File: src/design/idll_ram.sv
// Generic single-clock RAM: one write port, one read port, registered read.
// Read-first: a read of the address being written returns the old word.
// No dependencies.
module idll_ram #(
	parameter int WIDTH = 8,
	parameter int DEPTH = 16
) (
	input  logic                     clk,
	input  logic                     we,
	input  logic [$clog2(DEPTH)-1:0] waddr,
	input  logic [WIDTH-1:0]         wdata,
	input  logic                     re,
	input  logic [$clog2(DEPTH)-1:0] raddr,
	output logic [WIDTH-1:0]         rdata
);

	logic [WIDTH-1:0] mem_q [DEPTH];

	// Write and registered read
	always_ff @(posedge clk) begin
		if (we) begin
			mem_q[waddr] <= wdata;
		end
		if (re) begin
			rdata <= mem_q[raddr];
		end
	end

endmodule

File: config.mk
export PLATFORM = sky130hd
export DESIGN_NAME = idll_ram
export DESIGN_NICKNAME = d
export VERILOG_FILES = /design/src/design/idll_ram.sv
export SDC_FILE = /design/constraint.sdc
export NUM_CORES = 1
export LEC_CHECK = 0
export BUFFER_PORTS_ARGS = -buffer_cell sky130_fd_sc_hd__buf_2
export CELL_PAD_IN_SITES_DETAIL_PLACEMENT = 1
export CELL_PAD_IN_SITES_GLOBAL_PLACEMENT = 2
export CORE_ASPECT_RATIO = 1.5
export CORE_MARGIN = 1
export CORE_UTILIZATION = 43
export CTS_BUF_LIST = sky130_fd_sc_hd__clkbuf_8 sky130_fd_sc_hd__clkbuf_16
export DETAILED_ROUTE_END_ITERATION = 8
export PLACE_DENSITY = 0.82
export SLEW_MARGIN = 20
export SYNTH_ARGS = -nofsm -noshare
export SYNTH_HDL_FRONTEND = slang
export SYNTH_SLANG_ARGS = --single-unit
File: constraint.sdc
create_clock -name clk -period 1.9 [get_ports clk]
set_input_delay 0.57 -clock clk [delete_from_list [all_inputs] [get_ports clk]]
set_output_delay 0.57 -clock clk [all_outputs]
set_load 0.05 [all_outputs]
======== Word level (Yosys, flattened, before mapping) ========
Memory sizes are Yosys's and may differ from the RTL's. A register that Yosys moved wholly into a read port is not among the register bits.
Index checks and enable logic that the tools add are counted.
storage, ports and cells
  register bits after elaboration ......... 0
  RAM bits ................................ 128
  bits of input ports ..................... 19
  output and inout port bits .............. 8
  logic and storage cells ................. 3
  memories kept ........................... 1
operators by class
  multiplexer cells ....................... 2
memory list
  memory  words  bits a word  read ports  clocked after Yosys merged registers in  write ports  line  RTL
  mem_q   16     8            1           1                                        1            17    logic [WIDTH-1:0] mem_q [DEPTH];
operator list
  cell     count
  $mux W1  2

======== Longest topological paths before layout ========
Gate-level depths: netlist of the first run.
  word-level depth ........................ 2
  mapped depth ............................ 5
  depth with buffers taken out ............ 3

======== Worst setup path after synthesis of the first run ========
Ideal clock, no wire load.
  kind .................................... input to register
  start ................................... in waddr[2]
  end ..................................... mem mem_q[0][0] (enable)
  setup time .............................. 383 ps
  data arrival time ....................... 1680 ps
  required time ........................... 1517 ps
  slack ................................... -163 ps
  stages on the path ...................... 2
  path buffers ............................ 0
  cells stage by stage .................... or3b_2 > nor3_1
RTL lines
  what         line  RTL
  from (decl)  10    input logic [$clog2(DEPTH)-1:0] waddr,
  to (decl)    17
No word-level cell before the write port.

==> results of run 1 <==
-- final timing paths --
path | slack [ns] | end | depth (start not counted) | from
max | 0.18 | rdata[2] | 5 | raddr[0]
min | 0.52 | rdata[6] | 1 | re
max reg2reg | 0.40 | rdata[7] | 3 | mem_q[0][7]
min reg2reg | 0.75 | rdata[4] | 3 | mem_q[14][4]
-- power by group through the flow --
| stage | registers (mW) | logic (mW) | clock network, mW |
|---|---|---|---|
| final | 3.40 | 0.373 | 3.72 |
| after global placement | 3.46 | 0.360 | 0 |
| after floorplan | 3.51 | 0.171 | 0 |
| after detailed placement | 3.46 | 0.376 | 0 |
| after CTS | 3.40 | 0.380 | 3.77 |
| after global routing | 3.41 | 0.399 | 3.87 |
-- cell type report --
type,count,area (um2)
fill,1077,5520
sequential,136,4080
multi-input combinational,83,1060
clock buffer,17,425
timing repair buffer,50,360
clock inverter,15,248
tap,153,191
-- registers in the layout, summed over array words and instances, names as in the netlist --
| name | flops |
|---|---|
| rdata | 8 |
| mem_q | 128 |
-- cell usage in the layout (no fill, tap or decap) --
cell type   Yosys  routed
a22oi_1        16      16
and2_1          1       1
and2b_1         1       1
buf_12          0       4
buf_2           3      26
buf_4           1      20
bufinv_16       0       6
clkbuf_16       0      17
clkinv_2        0       2
clkinv_4        0       1
clkinvlp_4      0       1
edfxtp_1      136     136
inv_1           0       1
inv_6           0       3
inv_8           0       1
mux4_1         14      14
mux4_2         18      18
nand2_1         9       9
nand2b_1        2       2
nand3_1         1       1
nand3b_1        2       2
nor2_1         13      13
nor2b_1         1       1
nor3_1          4       3
nor3_2          0       1
or3b_2          1       1
-- critical path, cell delays in order --
cell	delay [ns]
buf_2	0.16
buf_4	0.22
mux4_1	0.62
a22oi_1	0.23
nand2_1	0.08
-- metal layers --
layer,vias up,GRT usage (%),share of wire (%)
li1,1098,-,-
met1,1318,20.5,38
met2,68,35.1,57
met3,15,5.50,3.5
met4,0,9.29,1.9
met5,-,0,0
-- per-stage QoR --
step	utilization, %	std cells
4_1_cts	53.6	454
6_report	53.6	454
5_1_grt	53.6	454
2_1_floorplan	-	229
3_5_place_dp	47.9	422
3_3_place_gp	47.9	422
-- cells by family (layout without fill, tap and decap cells) --
kind of cell / after synthesis / after routing / share of synthesized area [%]
compound gates: 16 / 16 / 2.30
simple gates: 35 / 35 / 3.14
buf+inv: 10 / 82 / 1.65
mux: 32 / 32 / 14.8
flops: 136 / 136 / 78.1
==> summary.txt, run 1 <==
vias in the first global route - 2696
wire length per cell - 24.4 um
status - finished clean
DRC viols - 0
post-CTS resize count - 0
Pleak - 2.19 nW
crit-path max FO - 8
Worst Path Arrival - 1.88 ns
number of max-cap violations - 0
Die Y - 137 um
Max Clk Rate - 582 MHz
share of layout cells above drive strength 1 - 33.6%
Power Dens Cells - 1180 nW/um2
RSZ-0062 raised after global routing - no
Worst EP required - 2.06 ns
GRT Total Usage - 19.3%
CTS tree - done
setup bufs post-CTS - 0
top cells by instance count after synthesis - edfxtp_1 (136), mux4_2 (18), a22oi_1 (16)
Setup CP Type - in2reg
CTS Buf Count - 17
first-pass GRT wire length - 16400 um
final instance area - 6370 um2
drt first-iter violations - 176
Post-synth EDFFs - 136
Die Wd - 92.0 um
Post-Place Setup Slack - -0.261 ns
count leader, synth - edfxtp_1
Buffers on Ports - 26
core area - 11900 um2
max-slew violation count - 0
# hold bufs at CTS - 0
Mapped Avg Cell Area - 22.8 um2
min cycle time layout - 1.72 ns
cell taking the most area after synthesis - edfxtp_1
clk_lat worst skew - 0.42 ns
dominant synthesized flop cell - edfxtp_1
number of nets in the layout - 307
critical path endpoint category - flop
Worst-Margin Slew - 0.609 ns
share of total power in combinational logic - 5.0%
sw power - 1.50 mW
Vias - 2499
number of top-level pins - 27
Synth top area share - 78.1%
worst rel slew slack - 59.3%
drt via density - 5.50
Syn Std Cell Area - 5230 um2
#FFs+latches synth - 136
DP Area - 5700 um2
period utilization - 90.4%
worst hold path type - in2reg
std cell rows - 49
clk buf depth - 2
CP startpoint kind - primary input
Diodes inserted - 0
Net Sw Frac - 20.0%
number of setup violations in the final report - 0
setup_tns - 0 ns
H-tree depth - 4
Remaining Overflow, GRT - 0
Syn Inst Count - 229
synth-to-layout area growth - 21.9%
placed wire-length estimate - 7550 um
final hold violation count - 0
CTS root buf - clkbuf_16
VDD IR max - 671 uV
Worst Skew - 0.00801 ns
worst hold slack - 0.522 ns
antenna viol nets, final - 0
Clock Sinks - 136
Clock Power Share - 49.6%
Overall Power - 7.49 mW
number of antenna violations at the first check in global routing - 0
Pint - 6.00 mW
Starting Density - 44.0%
largest net degree at the start of global routing - 17
part of the power in registers - 45.4%
Routability Congestion - 0.706
fraction of the yosys area taken by sequential cells - 78.1%
Unique masters post-synth - 18
die area - 12600 um2
Yosys warning total - 0
Initial DRT Pass Iterations - 4
synth top area cells - edfxtp_1 (78%), mux4_2 (7.8%), mux4_1 (7.0%)
syn_nets - 248
min setup slack post-route - 0.182 ns
Total Wirelength - 11100 um
clock slew at reported path FFs - 0.06 ns
FFs w/ async S/R, synth - 0%
(Power assumes the default switching activity.)
==> inputs of run 2 (changes only) <==
--- a/config.mk
+++ b/config.mk
@@ -5,15 +5,16 @@
 export SDC_FILE = /design/constraint.sdc
 export NUM_CORES = 1
 export LEC_CHECK = 0
-export BUFFER_PORTS_ARGS = -buffer_cell sky130_fd_sc_hd__buf_2
 export CELL_PAD_IN_SITES_DETAIL_PLACEMENT = 1
 export CELL_PAD_IN_SITES_GLOBAL_PLACEMENT = 2
 export CORE_ASPECT_RATIO = 1.5
 export CORE_MARGIN = 1
-export CORE_UTILIZATION = 43
+export CORE_UTILIZATION = 45
 export CTS_BUF_LIST = sky130_fd_sc_hd__clkbuf_8 sky130_fd_sc_hd__clkbuf_16
 export DETAILED_ROUTE_END_ITERATION = 8
+export DONT_BUFFER_PORTS = 1
 export PLACE_DENSITY = 0.82
+export RECOVER_POWER = 25
 export SLEW_MARGIN = 20
 export SYNTH_ARGS = -nofsm -noshare
 export SYNTH_HDL_FRONTEND = slang
==> summary.txt, run 2 (same netlist as run 1, synthesis figures left out) <==
status - finished clean
first-pass GRT wire length - 15900 um
CP startpoint kind - flop
fill count - 991
Buffers on Ports - 0
wire length per cell - 25.6 um
Die Y - 134 um
final hold violation count - 0
Vias - 2393
max reg flops - 128
final std cells w/o fill - 416
VDD IR max - 590 uV
Die Wd - 90 um
number of antenna violations at the first check in global routing - 0
core area - 11200 um2
final instance area - 6050 um2
crit-path max FO - 1
vias in the first global route - 2571
GRT Total Usage - 19.1%
Worst-Margin Slew - 0.523 ns
std cell rows - 47
H-tree depth - 4
Worst EP required - 1.33 ns
number of nets in the layout - 275
Power Dens Cells - 1130 nW/um2
commonest non-fill, non-tap cell in the layout - edfxtp_1
RSZ-0062 raised after global routing - no
setup bufs post-CTS - 0
Worst Path Arrival - 1.08 ns
synth-to-layout area growth - 15.7%
die area - 12100 um2
worst rel slew slack - 65.2%
period utilization - 86.6%
CTS tree - done
Final Core Density - 54.2%
Pleak - 1.98 nW
drt first-iter violations - 272
worst hold path type - in2reg
Clock Sinks - 136
Top reg by flops - mem_q
share of layout cells above drive strength 1 - 24.9%
# hold bufs at CTS - 0
Post-Place Cells - 384
Overall Power - 6.86 mW
Remaining Overflow, GRT - 0
drt via density - 5.75
CTS root buf - clkbuf_16
largest net degree at the start of global routing - 33
number of max-cap violations - 0
min cycle time layout - 1.65 ns
Diodes inserted - 0
Worst Skew - 0.00526 ns
Initial DRT Pass Iterations - 4
Starting Density - 46.8%
number of top-level pins - 27
setup_tns - 0 ns
top flop regs - mem_q x128, rdata x8
post-CTS resize count - 0
Max Clk Rate - 607 MHz
critical path endpoint category - output port
DP Area - 5470 um2
placed wire-length estimate - 6720 um
Setup CP Type - reg2out
most frequent cells in the layout - edfxtp_1 (136), mux4_2 (18), buf_4 (18)
max-slew violation count - 0
clk_lat worst skew - 0.41 ns
Total Wirelength - 10700 um
CTS Buf Count - 17
antenna viol nets, final - 0
clock slew at reported path FFs - 0.06 ns
Routability Congestion - 0.747
clk buf depth - 2
number of setup violations in the final report - 0
DRC viols - 0
[run 2: cell types whose count changed in the layout (fill, tap and decap cells not counted)]
cell | before | now
buf_2 | 26 | 0
buf_12 | 4 | 0
bufinv_16 | 6 | 3
clkinv_1 | 0 | 3
clkinvlp_4 | 1 | 4
inv_6 | 3 | 0
buf_4 | 20 | 18
clkinv_2 | 2 | 4
inv_1 | 1 | 0
inv_8 | 1 | 0
[run 2: where the power goes]
part           leakage (nW)  total [mW]  switching, mW  internal [mW]
clock network         0.277        3.21           1.18           2.04
registers              1.24        3.46         0.0718           3.38
logic                 0.467       0.188         0.0834          0.104
total                  1.98        6.86           1.33           5.53
[run 2: layer usage]
metal,GRT usage (%),share of wire [%]
met4,10.6,2.6
met1,22.9,39
met3,5.10,4.8
met5,0,0
met2,31.6,53
[run 2: through the flow]
step	worst slack, ns	hold WS [ns]
after floorplan	0.0476	0.669
after global placement	0.152	0.670
after detailed placement	0.144	0.669
after CTS	0.229	0.236
after global routing	0.232	0.238
final	0.254	0.256
[run 2: final timing paths]
check	from	to	slack, ns	depth (start not counted)
worst min-delay path	wdata[4]	mem_q[7][4]	0.26	0
worst max register to register	mem_q[1][2]	rdata[2]	0.34	3
worst max-delay path	rdata[4]	rdata[4]	0.25	0
worst min register to register	mem_q[8][3]	rdata[3]	0.76	3
[run 2: area by class of cell]
| cell class | count | area [um2] | share of cell area, % |
|---|---|---|---|
| flip-flops and latches | 136 | 4080 | 67.5 |
| multi-input cells | 83 | 1060 | 17.6 |
| clock buffers | 17 | 425 | 7.03 |
| well taps | 147 | 184 | 3.04 |
| clock inverters | 15 | 160 | 2.65 |
| repair buffers | 18 | 135 | 2.23 |
