<file path="config.mk">
export PLATFORM = sky130hd
export DESIGN_NAME = idll_core
export DESIGN_NICKNAME = d
export VERILOG_FILES = /design/src/design/idll_pkg.sv /design/src/design/idll_core.sv
export SDC_FILE = /design/constraint.sdc
export NUM_CORES = 1
export LEC_CHECK = 0
export BUFFER_PORTS_ARGS = -buffer_cell sky130_fd_sc_hd__buf_2
export CAP_MARGIN = 0
export CORE_UTILIZATION = 45
export CTS_CLUSTER_SIZE = 14
export DETAILED_ROUTE_END_ITERATION = 12
export GPL_TIMING_DRIVEN = 0
export PLACE_DENSITY = 0.72
export REMOVE_ABC_BUFFERS = 1
export SLEW_MARGIN = 25
export SYNTH_ARGS = -nofsm -noshare
export SYNTH_HDL_FRONTEND = slang
export SYNTH_SLANG_ARGS = --single-unit
</file>
<file path="constraint.sdc">
create_clock -name clk -period 3.8 [get_ports clk]
set_clock_uncertainty 0.05 [all_clocks]
set_input_delay 0.19 -clock clk [delete_from_list [all_inputs] [get_ports clk]]
set_output_delay 0.19 -clock clk [all_outputs]
set_load 0.005 [all_outputs]
</file>
<file path="src/design/idll_pkg.sv">
// Package for the indexed doubly linked list: sizes, link codes, FSM states
// and the structs passed between the core, the link RAMs and the top level.
// No dependencies.
package idll_pkg;

	// Table size and derived widths
	localparam int ENTRIES = 8192;
	localparam int ADDR_W  = $clog2(ENTRIES);
	localparam int LINK_W  = 14;
	localparam int ELEM_W  = 13;
	localparam int CNT_W   = 14;

	// Link value that means "no element"
	localparam logic [LINK_W-1:0] LINK_NONE = '1;

	// Request kinds carried in tuser
	localparam logic MODE_APPEND = 1'b0;
	localparam logic MODE_UNLINK = 1'b1;

	typedef enum logic [1:0] {
		ST_CLEAR,
		ST_IDLE,
		ST_SECOND
	} state_t;

	// Command for one link RAM: one write port, one read port
	typedef struct packed {
		logic              we;
		logic [ADDR_W-1:0] waddr;
		logic [LINK_W-1:0] wdata;
		logic              re;
		logic [ADDR_W-1:0] raddr;
	} ram_cmd_t;

	// One result transaction
	typedef struct packed {
		logic              error;
		logic [CNT_W-1:0]  count;
		logic [LINK_W-1:0] tail;
		logic [LINK_W-1:0] head;
	} result_t;

	// A link points at a real entry
	function automatic logic link_valid(input logic [LINK_W-1:0] v);
		return (v != LINK_NONE) && (32'(v) < ENTRIES);
	endfunction

endpackage

</file>
<file path="src/design/idll_core.sv">
// List controller: clearing pass, append/unlink sequencer,
// head/tail/count registers and the commands for both link RAMs.
// Depends on idll_pkg.
module idll_core (
	input  logic                             clk,
	input  logic                             arst_n,
	input  logic                             req_valid,
	output logic                             req_ready,
	input  logic                             req_mode,
	input  logic [idll_pkg::ELEM_W-1:0]      req_element,
	output logic                             res_valid,
	input  logic                             res_ready,
	output idll_pkg::result_t                res,
	output idll_pkg::ram_cmd_t               prev_cmd,
	output idll_pkg::ram_cmd_t               next_cmd,
	input  logic [idll_pkg::LINK_W-1:0]      prev_rdata,
	input  logic [idll_pkg::LINK_W-1:0]      next_rdata
);

	idll_pkg::state_t                   state_q, state_d;
	logic [idll_pkg::ADDR_W-1:0]        clr_addr_q;
	logic                               mode_q;
	logic [idll_pkg::ELEM_W-1:0]        elem_q;
	logic                               err_q;
	logic [idll_pkg::LINK_W-1:0]        head_q, head_d;
	logic [idll_pkg::LINK_W-1:0]        tail_q, tail_d;
	logic [idll_pkg::CNT_W-1:0]         count_q, count_d;
	logic                               req_err;
	logic                               accept;
	logic                               finish;
	logic [idll_pkg::LINK_W-1:0]        elem_link;

	assign elem_link = idll_pkg::LINK_W'(elem_q);
	assign req_ready = (state_q == idll_pkg::ST_IDLE);
	assign accept    = req_valid && req_ready;
	assign finish    = (state_q == idll_pkg::ST_SECOND) && res_ready;

	// Ignored requests: bad index, append when full, unlink when empty
	always_comb begin
		req_err = 1'b0;
		if (32'(req_element) >= idll_pkg::ENTRIES) begin
			req_err = 1'b1;
		end else if (req_mode == idll_pkg::MODE_APPEND) begin
			req_err = (32'(count_q) >= idll_pkg::ENTRIES);
		end else begin
			req_err = (count_q == '0);
		end
	end

	// Next state, RAM commands and list registers
	always_comb begin
		state_d   = state_q;
		head_d    = head_q;
		tail_d    = tail_q;
		count_d   = count_q;
		res_valid = 1'b0;
		prev_cmd  = '0;
		next_cmd  = '0;
		case (state_q)
			idll_pkg::ST_CLEAR: begin
				prev_cmd.we    = 1'b1;
				prev_cmd.waddr = clr_addr_q;
				prev_cmd.wdata = idll_pkg::LINK_NONE;
				next_cmd.we    = 1'b1;
				next_cmd.waddr = clr_addr_q;
				next_cmd.wdata = idll_pkg::LINK_NONE;
				if (32'(clr_addr_q) == idll_pkg::ENTRIES - 1) begin
					state_d = idll_pkg::ST_IDLE;
				end
			end
			idll_pkg::ST_IDLE: begin
				if (accept) begin
					state_d = idll_pkg::ST_SECOND;
					if (!req_err) begin
						// Own links of the element; unlink reads the old ones first
						prev_cmd.we    = 1'b1;
						prev_cmd.waddr = idll_pkg::ADDR_W'(req_element);
						next_cmd.we    = 1'b1;
						next_cmd.waddr = idll_pkg::ADDR_W'(req_element);
						next_cmd.wdata = idll_pkg::LINK_NONE;
						if (req_mode == idll_pkg::MODE_APPEND) begin
							prev_cmd.wdata = (count_q == '0) ? idll_pkg::LINK_NONE : tail_q;
						end else begin
							prev_cmd.wdata = idll_pkg::LINK_NONE;
							prev_cmd.re    = 1'b1;
							prev_cmd.raddr = idll_pkg::ADDR_W'(req_element);
							next_cmd.re    = 1'b1;
							next_cmd.raddr = idll_pkg::ADDR_W'(req_element);
						end
					end
				end
			end
			idll_pkg::ST_SECOND: begin
				if (finish) begin
					res_valid = 1'b1;
					state_d   = idll_pkg::ST_IDLE;
					if (!err_q) begin
						if (mode_q == idll_pkg::MODE_APPEND) begin
							// Hook the old tail to the new element
							if (count_q != '0 && idll_pkg::link_valid(tail_q)) begin
								next_cmd.we    = 1'b1;
								next_cmd.waddr = idll_pkg::ADDR_W'(tail_q);
								next_cmd.wdata = elem_link;
							end
							if (count_q == '0) begin
								head_d = elem_link;
							end
							tail_d  = elem_link;
							count_d = count_q + 1'b1;
						end else begin
							// Patch neighbors; a self link was already cleared
							if (idll_pkg::link_valid(prev_rdata)) begin
								if (prev_rdata != elem_link) begin
									next_cmd.we    = 1'b1;
									next_cmd.waddr = idll_pkg::ADDR_W'(prev_rdata);
									next_cmd.wdata = next_rdata;
								end
							end else begin
								head_d = next_rdata;
							end
							if (idll_pkg::link_valid(next_rdata)) begin
								if (next_rdata != elem_link) begin
									prev_cmd.we    = 1'b1;
									prev_cmd.waddr = idll_pkg::ADDR_W'(next_rdata);
									prev_cmd.wdata = prev_rdata;
								end
							end else begin
								tail_d = prev_rdata;
							end
							count_d = count_q - 1'b1;
						end
					end
				end
			end
			default: begin
				state_d = idll_pkg::ST_IDLE;
			end
		endcase
	end

	assign res.head  = head_d;
	assign res.tail  = tail_d;
	assign res.count = count_d;
	assign res.error = err_q;

	// Control registers
	always_ff @(posedge clk or negedge arst_n) begin
		if (!arst_n) begin
			state_q    <= idll_pkg::ST_CLEAR;
			clr_addr_q <= '0;
			head_q     <= idll_pkg::LINK_NONE;
			tail_q     <= idll_pkg::LINK_NONE;
			count_q    <= '0;
		end else begin
			state_q <= state_d;
			head_q  <= head_d;
			tail_q  <= tail_d;
			count_q <= count_d;
			if (state_q == idll_pkg::ST_CLEAR) begin
				clr_addr_q <= clr_addr_q + 1'b1;
			end
		end
	end

	// Request held for the ST_SECOND state
	always_ff @(posedge clk) begin
		if (accept) begin
			mode_q <= req_mode;
			elem_q <= req_element;
			err_q  <= req_err;
		end
	end

endmodule
</file>
# Word-level counts from Yosys, hierarchy flattened

Cells that the tools add are included.

Register bits after elaboration: 72
Logic and storage cells: 80
Output and inout port bits: 129
Input port bits: 46

Multiplexer cells: 44
Reduce and logical (&&, ||, !) cells: 10
Order comparisons: 4
Equal/unequal tests: 11
$add $sub $neg: 3

Operator list:

| cell                                                  | count |
|---|---|
| 2-to-1 mux 28 bit                                     | 11 |
| 2-to-1 mux 14 bit                                     | 20 |
| 2-to-1 mux 42 bit                                     | 4 |
| case mux 28 bit (3 select lines)                      | 2 |
| less-than comparator 14 bit, second input constant    | 3 |
| inequality test 14 bit, second input constant         | 3 |
| inequality test 14 x 13 -> 1 bit                      | 2 |
| adder 14 x 1 -> 14 bit, second input constant         | 1 |
| >= comparator 14 bit, second input constant           | 1 |
| zero test 14 bit                                      | 1 |
| nonzero test 14 bit                                   | 1 |
| subtractor 14 x 1 -> 14 bit, second input constant    | 1 |
| adder 13 x 1 -> 13 bit, second input constant         | 1 |
| == test 13 bit, second input constant                 | 1 |
| logical AND 1 bit                                     | 6 |
| 2-to-1 mux 2 bit                                      | 3 |
| case mux 2 bit (3 select lines)                       | 1 |
| inequality test 2 bit, second input constant          | 2 |
| 2-to-1 mux 1 bit                                      | 3 |
| AND reduction 3 bit                                   | 1 |
| == test 2 x 1 -> 1 bit, second input constant         | 1 |
| == test 2 bit, second input constant                  | 1 |
| zero test 2 bit                                       | 1 |
| inequality test 2 x 1 -> 1 bit, second input constant | 1 |

# Longest topological paths before layout

Gate-level depths: netlist of the first run.

Depth in word-level cells: 8
Gate-level depth with buffers: 9
Mapped depth without buffers: 8

# Worst setup path before layout of the first run

OpenSTA, ideal clock, no wires.

Path kind: register to output
From: register mode_q
To: output port res[41] in the netlist's numbering
Path slack: 1.017 ns
Cell stages (with the launch flop): 8
Data arrival time: 2.543 ns
Path buffers: 0
Required time: 3.560 ns
Cell sequence: edfxtp_1 ha_1 and3_1 a2111o_1 a31o_4 o311ai_4 xnor2_1 a32o_1

RTL lines:

| what                   | line             | text |
|---|---|---|
| from (decl)            | idll_core.sv:22  | `logic mode_q;` |
| from (signal assigned) | idll_core.sv:168 | `mode_q <= req_mode;` |
| to (decl)              | idll_core.sv:13  | `output idll_pkg::result_t res,` |

==> impl_metrics.tcl, run 1 <==
set metrics [dict create \
    post_cts_resized 0 \
    grt_usage_pct 30.6 \
    reg2reg_slack_ps 790 \
    r2r-end "count_q[13]" \
    setup_viol 0 \
    vias_per_cell 6.16 \
    cap_violations 0 \
    drv_slew 0 \
    place_inst 884 \
    critPathRequiredTime_ps 3560 \
    path_clk_slew_ps 60 \
    dp_hpwl_um 12800 \
    end_kind "primary output" \
    tightest_slew_ps 791 \
    nFillCells 1071 \
    max_freq_mhz 277 \
    rows 39 \
    cts_tree "built" \
    core_sq_um 11400 \
    startpoint "mode_q" \
    rsz0062_at_grt "false" \
    multi_input_area_sq_um 3060 \
    powerDensity_nw_per_um2 739 \
    path_max_fanout 13 \
    initialDrtViolationCount 660 \
    die_area_sq_um 12200 \
    routed_wl_um 18300 \
    htree_levels 3 \
    port_buffers 174 \
    drt-wirelength-per-cell_um 20.2 \
    ys_warn_count 0 \
    hp-class "in2reg" \
    worstPathArrival_ps 3370 \
    rr_worst_depth 7 \
    chipHeight_um 110 \
    start_util_pct 46.3 \
    cts_buffers 9 \
    grt_start_max_net_pins 58 \
    status "finished clean" \
    period_minus_slack_ps 3610 \
    synth_area_sq_um 5290 \
    crit_type "reg2out" \
    grt_pass1_wl_um 27800 \
    insertion_delay_ps 350 \
    cts_sinks 72 \
    syn_avg_cell_area_sq_um 8.64 \
    stdcell_count 904 \
    place.gp.congestion 0.944 \
    grt-ovfl-total 0 \
    slew_headroom_pct 47.2 \
    ys_ff_latch 72 \
    final_nets 815 \
    remaining_drc_errors 0 \
    final_hold_viol_count 0 \
    finalCoreUtilization_pct 58.1 \
    drive_gt1_share_pct 32.0 \
    syn_to_final_growth_pct 25.5 \
    ant_nets 0 \
    via_count 5572 \
    p_leak_nw 3.22 \
    die_w_um 110 \
    ys_seq_area_share_pct 36.2 \
    min_period_over_period_pct 95.0 \
    synth.distinct_cells 56 \
    critPathCapture "res[41]" \
    clockRootBuffer "clkbuf_16" \
    ir_drop_mv 0.398 \
    ys.flop_type "dfrtp_1" \
    syn_inst 612 \
    first_pass_iters 7 \
    antenna_found_initial 1 \
    critPathLaunchType "register" \
    synthArstFlopShare_pct 79.2 \
    regToRegStartpoint "mode_q" \
    setup_tns_ps 0 \
    synth_edf_count 15 \
    grt_pass1_vias 5173 \
    regArea_sq_um 1910 \
    io_pins 175 \
    clock_path_buffers 2 \
]
==> Yosys cell counts, drive strengths merged, types with 15 or more instances <==
| cell | number | area share, % |
|---|---|---|
| nor2 | 54 | 3.8 |
| xor2 | 25 | 4.1 |
| mux2i | 16 | 3.1 |
| edfxtp | 15 | 8.5 |
| dfstp | 28 | 14 |
| a22oi | 38 | 5.4 |
| and2 | 16 | 1.9 |
| o21ai | 58 | 5.5 |
| clkbuf | 27 | 1.9 |
| xnor2 | 23 | 3.8 |
| buf | 26 | 3.2 |
| nand2 | 71 | 5.2 |
| a21oi | 33 | 3.1 |
| inv | 22 | 1.6 |
| dfrtp | 29 | 14 |
| o22ai | 15 | 1.8 |
==> layout by cell type (no fill, tap or decap), types with 15 or more instances in the layout <==
cell	synthesis	routed
nor2_1	54	50
mux2i_1	15	15
dfrtp_1	29	29
o21ai_0	57	57
buf_2	8	173
a21oi_1	33	33
edfxtp_1	15	15
and2_1	16	16
xor2_1	25	25
a22oi_1	38	38
xnor2_1	23	23
dfstp_2	28	28
nand2_1	70	70
inv_1	22	22
==> cell type report <==
class,instances,area share (%)
flip-flops and latches,72,28.8
diodes,1,0.0377
repair buffers,185,16.0
clock buffers,9,3.39
multi-input cells,465,46.1
well taps,143,2.70
clock inverters,7,1.66
inverters,22,1.24
==> state kept, by name (all words and copies together) (netlist names) <==
name	cells
clr_addr_q	13
count_q	14
elem_q	13
err_q	1
head_q	14
mode_q	1
state_q	2
tail_q	14
==> metrics by stage <==
| stage | setup WS [ps] | cell area (sq um) | total power, W | hold slack, ps |
|---|---|---|---|---|
| after floorplan | 505 | 5020 | 0.00272 | -156 |
| after global placement | -1050 | 6070 | 0.00368 | 357 |
| after detailed placement | -78.2 | 6260 | 0.00386 | 266 |
| after CTS | 37.1 | 6610 | 0.00487 | 6.07 |
| after global routing | 44.0 | 6630 | 0.00523 | 14.2 |
| final | 190 | 6630 | 0.00491 | 9.48 |
==> cells by family after synthesis <==
| group | Yosys count | synth area share (%) |
|---|---|---|
| fa+ha+maj | 14 | 3.46 |
| simple gates | 191 | 16.7 |
| flops | 72 | 36.2 |
| buf+inv | 75 | 6.65 |
| xor+xnor | 48 | 7.95 |
| mux | 17 | 3.31 |
| compound gates | 195 | 25.8 |
==> report_power, final <==
| group | switching, W | internal, W | total, W |
|---|---|---|---|
| Sequential | 0.000278 | 0.00109 | 0.00136 |
| Combinational | 0.00143 | 0.00113 | 0.00256 |
| Clock | 0.000350 | 0.000636 | 0.000986 |
==> what timing repair did <==
item / 4_1_cts / 5_1_grt
buffers inserted: 1 / 1
setup endpoints to repair: 61 / 14
pin swaps: 1 / 1
endpoints found under the hold margin: 29 / 0
hold buffers: 1 / 0
==> how the worst min path moves through the flow <==
stage / end / cells past startpoint / startpoint
floorplan: clr_addr_q[0] / 0 / arst_n
global placement: elem_q[11] / 1 / req_element[11]
detailed placement: clr_addr_q[4] / 1 / arst_n
CTS: elem_q[9] / 1 / req_element[9]
global route: elem_q[9] / 1 / req_element[9]
finish: elem_q[9] / 1 / req_element[9]
==> routing by layer <==
metal  share of wire [%]  GRT usage (%)
met1                  41           41.4
met5                   0              0
met3                 8.7           4.70
met2                  48           48.7
met4                 2.4           12.7
==> worst max-delay path, stage by stage (launching register included) <==
cell and delay [ps]:
edfxtp_1 750, ha_1 400, and3_1 200, a2111o_1 460, a31o_4 290, a21oi_1 280, mux2i_1 280, a32o_1 210
buf_2 140
Power figures use the tool's default switching activity.
==> inputs of run 2 (changes only) <==
Settings changed: CORE_UTILIZATION 45 to 30, PLACE_DENSITY 0.72 to not set.
==> impl_metrics.tcl, run 2 (synthesis gave the netlist of run 1 again) <==
set metrics [dict create \
    rsz0062_at_grt "false" \
    sw_frac_of_total_pct 43.4 \
    path_max_fanout 28 \
    cts_tree "built" \
    slew_headroom_pct 45.5 \
    core_sq_um 17200 \
    insertion_delay_ps 340 \
    p_total_w 0.00467 \
    min_period_over_period_pct 89.3 \
    clkPwrFrac_pct 16.7 \
    p_seq_share_pct 29.0 \
    p_int_w 0.00265 \
    remaining_drc_errors 0 \
    hp-class "in2reg" \
    whs_ps 22.8 \
    max_freq_mhz 295 \
    initialDrtViolationCount 528 \
    drt-wirelength-per-cell_um 19.5 \
    antenna_found_initial 0 \
    worstPathArrival_ps 3150 \
    route.met2.wl_um 8560 \
    grt_start_max_net_pins 54 \
    via_count 5405 \
    rows 48 \
    post_cts_resized 0 \
    crit_type "reg2out" \
    final_common_cell "buf_2" \
    p_leak_nw 3.20 \
    port_buffers 174 \
    powerDensity_nw_per_um2 701 \
    wl_met3_um 1660 \
    end_kind "primary output" \
    critPathLaunchType "register" \
    htree_levels 3 \
    final_nets 818 \
    first_pass_iters 5 \
    chipHeight_um 135 \
    dp_hpwl_um 13700 \
    ant_nets 0 \
    met1_length_um 8770 \
    period_minus_slack_ps 3390 \
    die_area_sq_um 18200 \
    switchingPower_w 0.00203 \
    antennaDiodeCount 0 \
    routed.top_layer "met4" \
    die_w_um 135 \
    path_clk_slew_ps 60 \
    setup_viol 0 \
    routed_wl_um 19300 \
    cts_sinks 72 \
    drive_gt1_share_pct 32.2 \
    io_pins 175 \
    grt_usage_pct 21.0 \
    cts_buffers 9 \
    clock_path_buffers 2 \
    layout_common_cells "173 x buf_2, 70 x nand2_1, 57 x o21ai_0" \
    syn_to_final_growth_pct 26.1 \
    critPathRequiredTime_ps 3560 \
    p_comb_share_pct 54.4 \
    grt_pass1_vias 4932 \
    status "finished clean" \
    grt-ovfl-total 0 \
    ir_drop_mv 0.258 \
    clockRootBuffer "clkbuf_16" \
    cap_violations 0 \
    place.gp.congestion 0.792 \
    start_util_pct 30.7 \
    largest_registers "count_q (14), head_q (14), tail_q (14)" \
    final_hold_viol_count 0 \
    drv_slew 0 \
    grt_pass1_wl_um 29000 \
    vias_per_cell 5.47 \
    tightest_slew_ps 816 \
]
==> run 2: cell count changes in the layout (fill, tap and decap cells not counted), moves of 2 or more <==
cell | before | now
buf_16 | 3 | 1
clkinv_2 | 1 | 3
buf_8 | 1 | 4
bufinv_16 | 3 | 0
buf_6 | 3 | 5
==> run 2: path summary, 6_finish.rpt <==
kind                       slack (ps)  cells past startpoint              to           start
setup / recovery                  410                      8    prev_cmd[26]      count_q[1]
hold / removal                     20                      1       elem_q[5]  req_element[5]
setup reg to reg                 1050                      7     count_q[13]          mode_q
hold reg to reg                   480                      1  clr_addr_q[12]  clr_addr_q[12]
max in group asynchronous        2880                      3      tail_q[12]          arst_n
min in group asynchronous         240                      2     count_q[13]          arst_n
==> run 2: worst max-delay path, cell delays in order (launching register included) <==
cell and delay (ps):
dfrtp_1 410, nor4_1 430, nand4_1 130, buf_4 180, mux2i_2 290, nor2_4 210
nor2_2 650, o21ai_0 290, buf_2 190
==> run 2: layout make-up <==
type                            instances  area, sq um
Timing Repair Buffer                  188         1060
Fill cell                            1733        10600
Inverter                               22         82.6
Sequential cell                        72         1910
Tap cell                              225          282
Multi-Input combinational cell        465         3070
Clock buffer                            9          225
Clock inverter                          7         38.8
==> run 2: power groups by stage <==
stage          Clock [W]  Sequential (W)  Combinational [W]
6_report        0.000780         0.00135            0.00254
5_1_grt         0.000827         0.00139            0.00278
4_1_cts         0.000798         0.00135            0.00254
3_5_place_dp           0         0.00136            0.00252
3_3_place_gp           0         0.00137            0.00239
2_1_floorplan          0         0.00128            0.00144
==> run 2: stage by stage <==
stage                     setup slack, ps  setup TNS [ps]  cells  utilization [%]  cell area (sq um)
after floorplan                       505               0    559                -               5020
after global placement              -1360          -90720    958             35.8               6170
after detailed placement             -113            -267    969             37.0               6380
after CTS                             413               0    988             38.7               6670
after global routing                  162               0    988             38.7               6670
final                                 408               0    988             38.7               6670
==> run 2: what timing repair did <==
action | CTS | global route
endpoints found under the hold margin | 19 | 0
endpoints found under the setup margin | 57 | 0
buffers inserted | 2 | 0
hold buffers | 1 | 0
==> run 2: metal layers <==
layer  vias up  track usage (%)
li1       2532                -
met1      2572             29.6
met2       280             31.7
met3        21             5.07
met4         0             5.81
met5         -                0
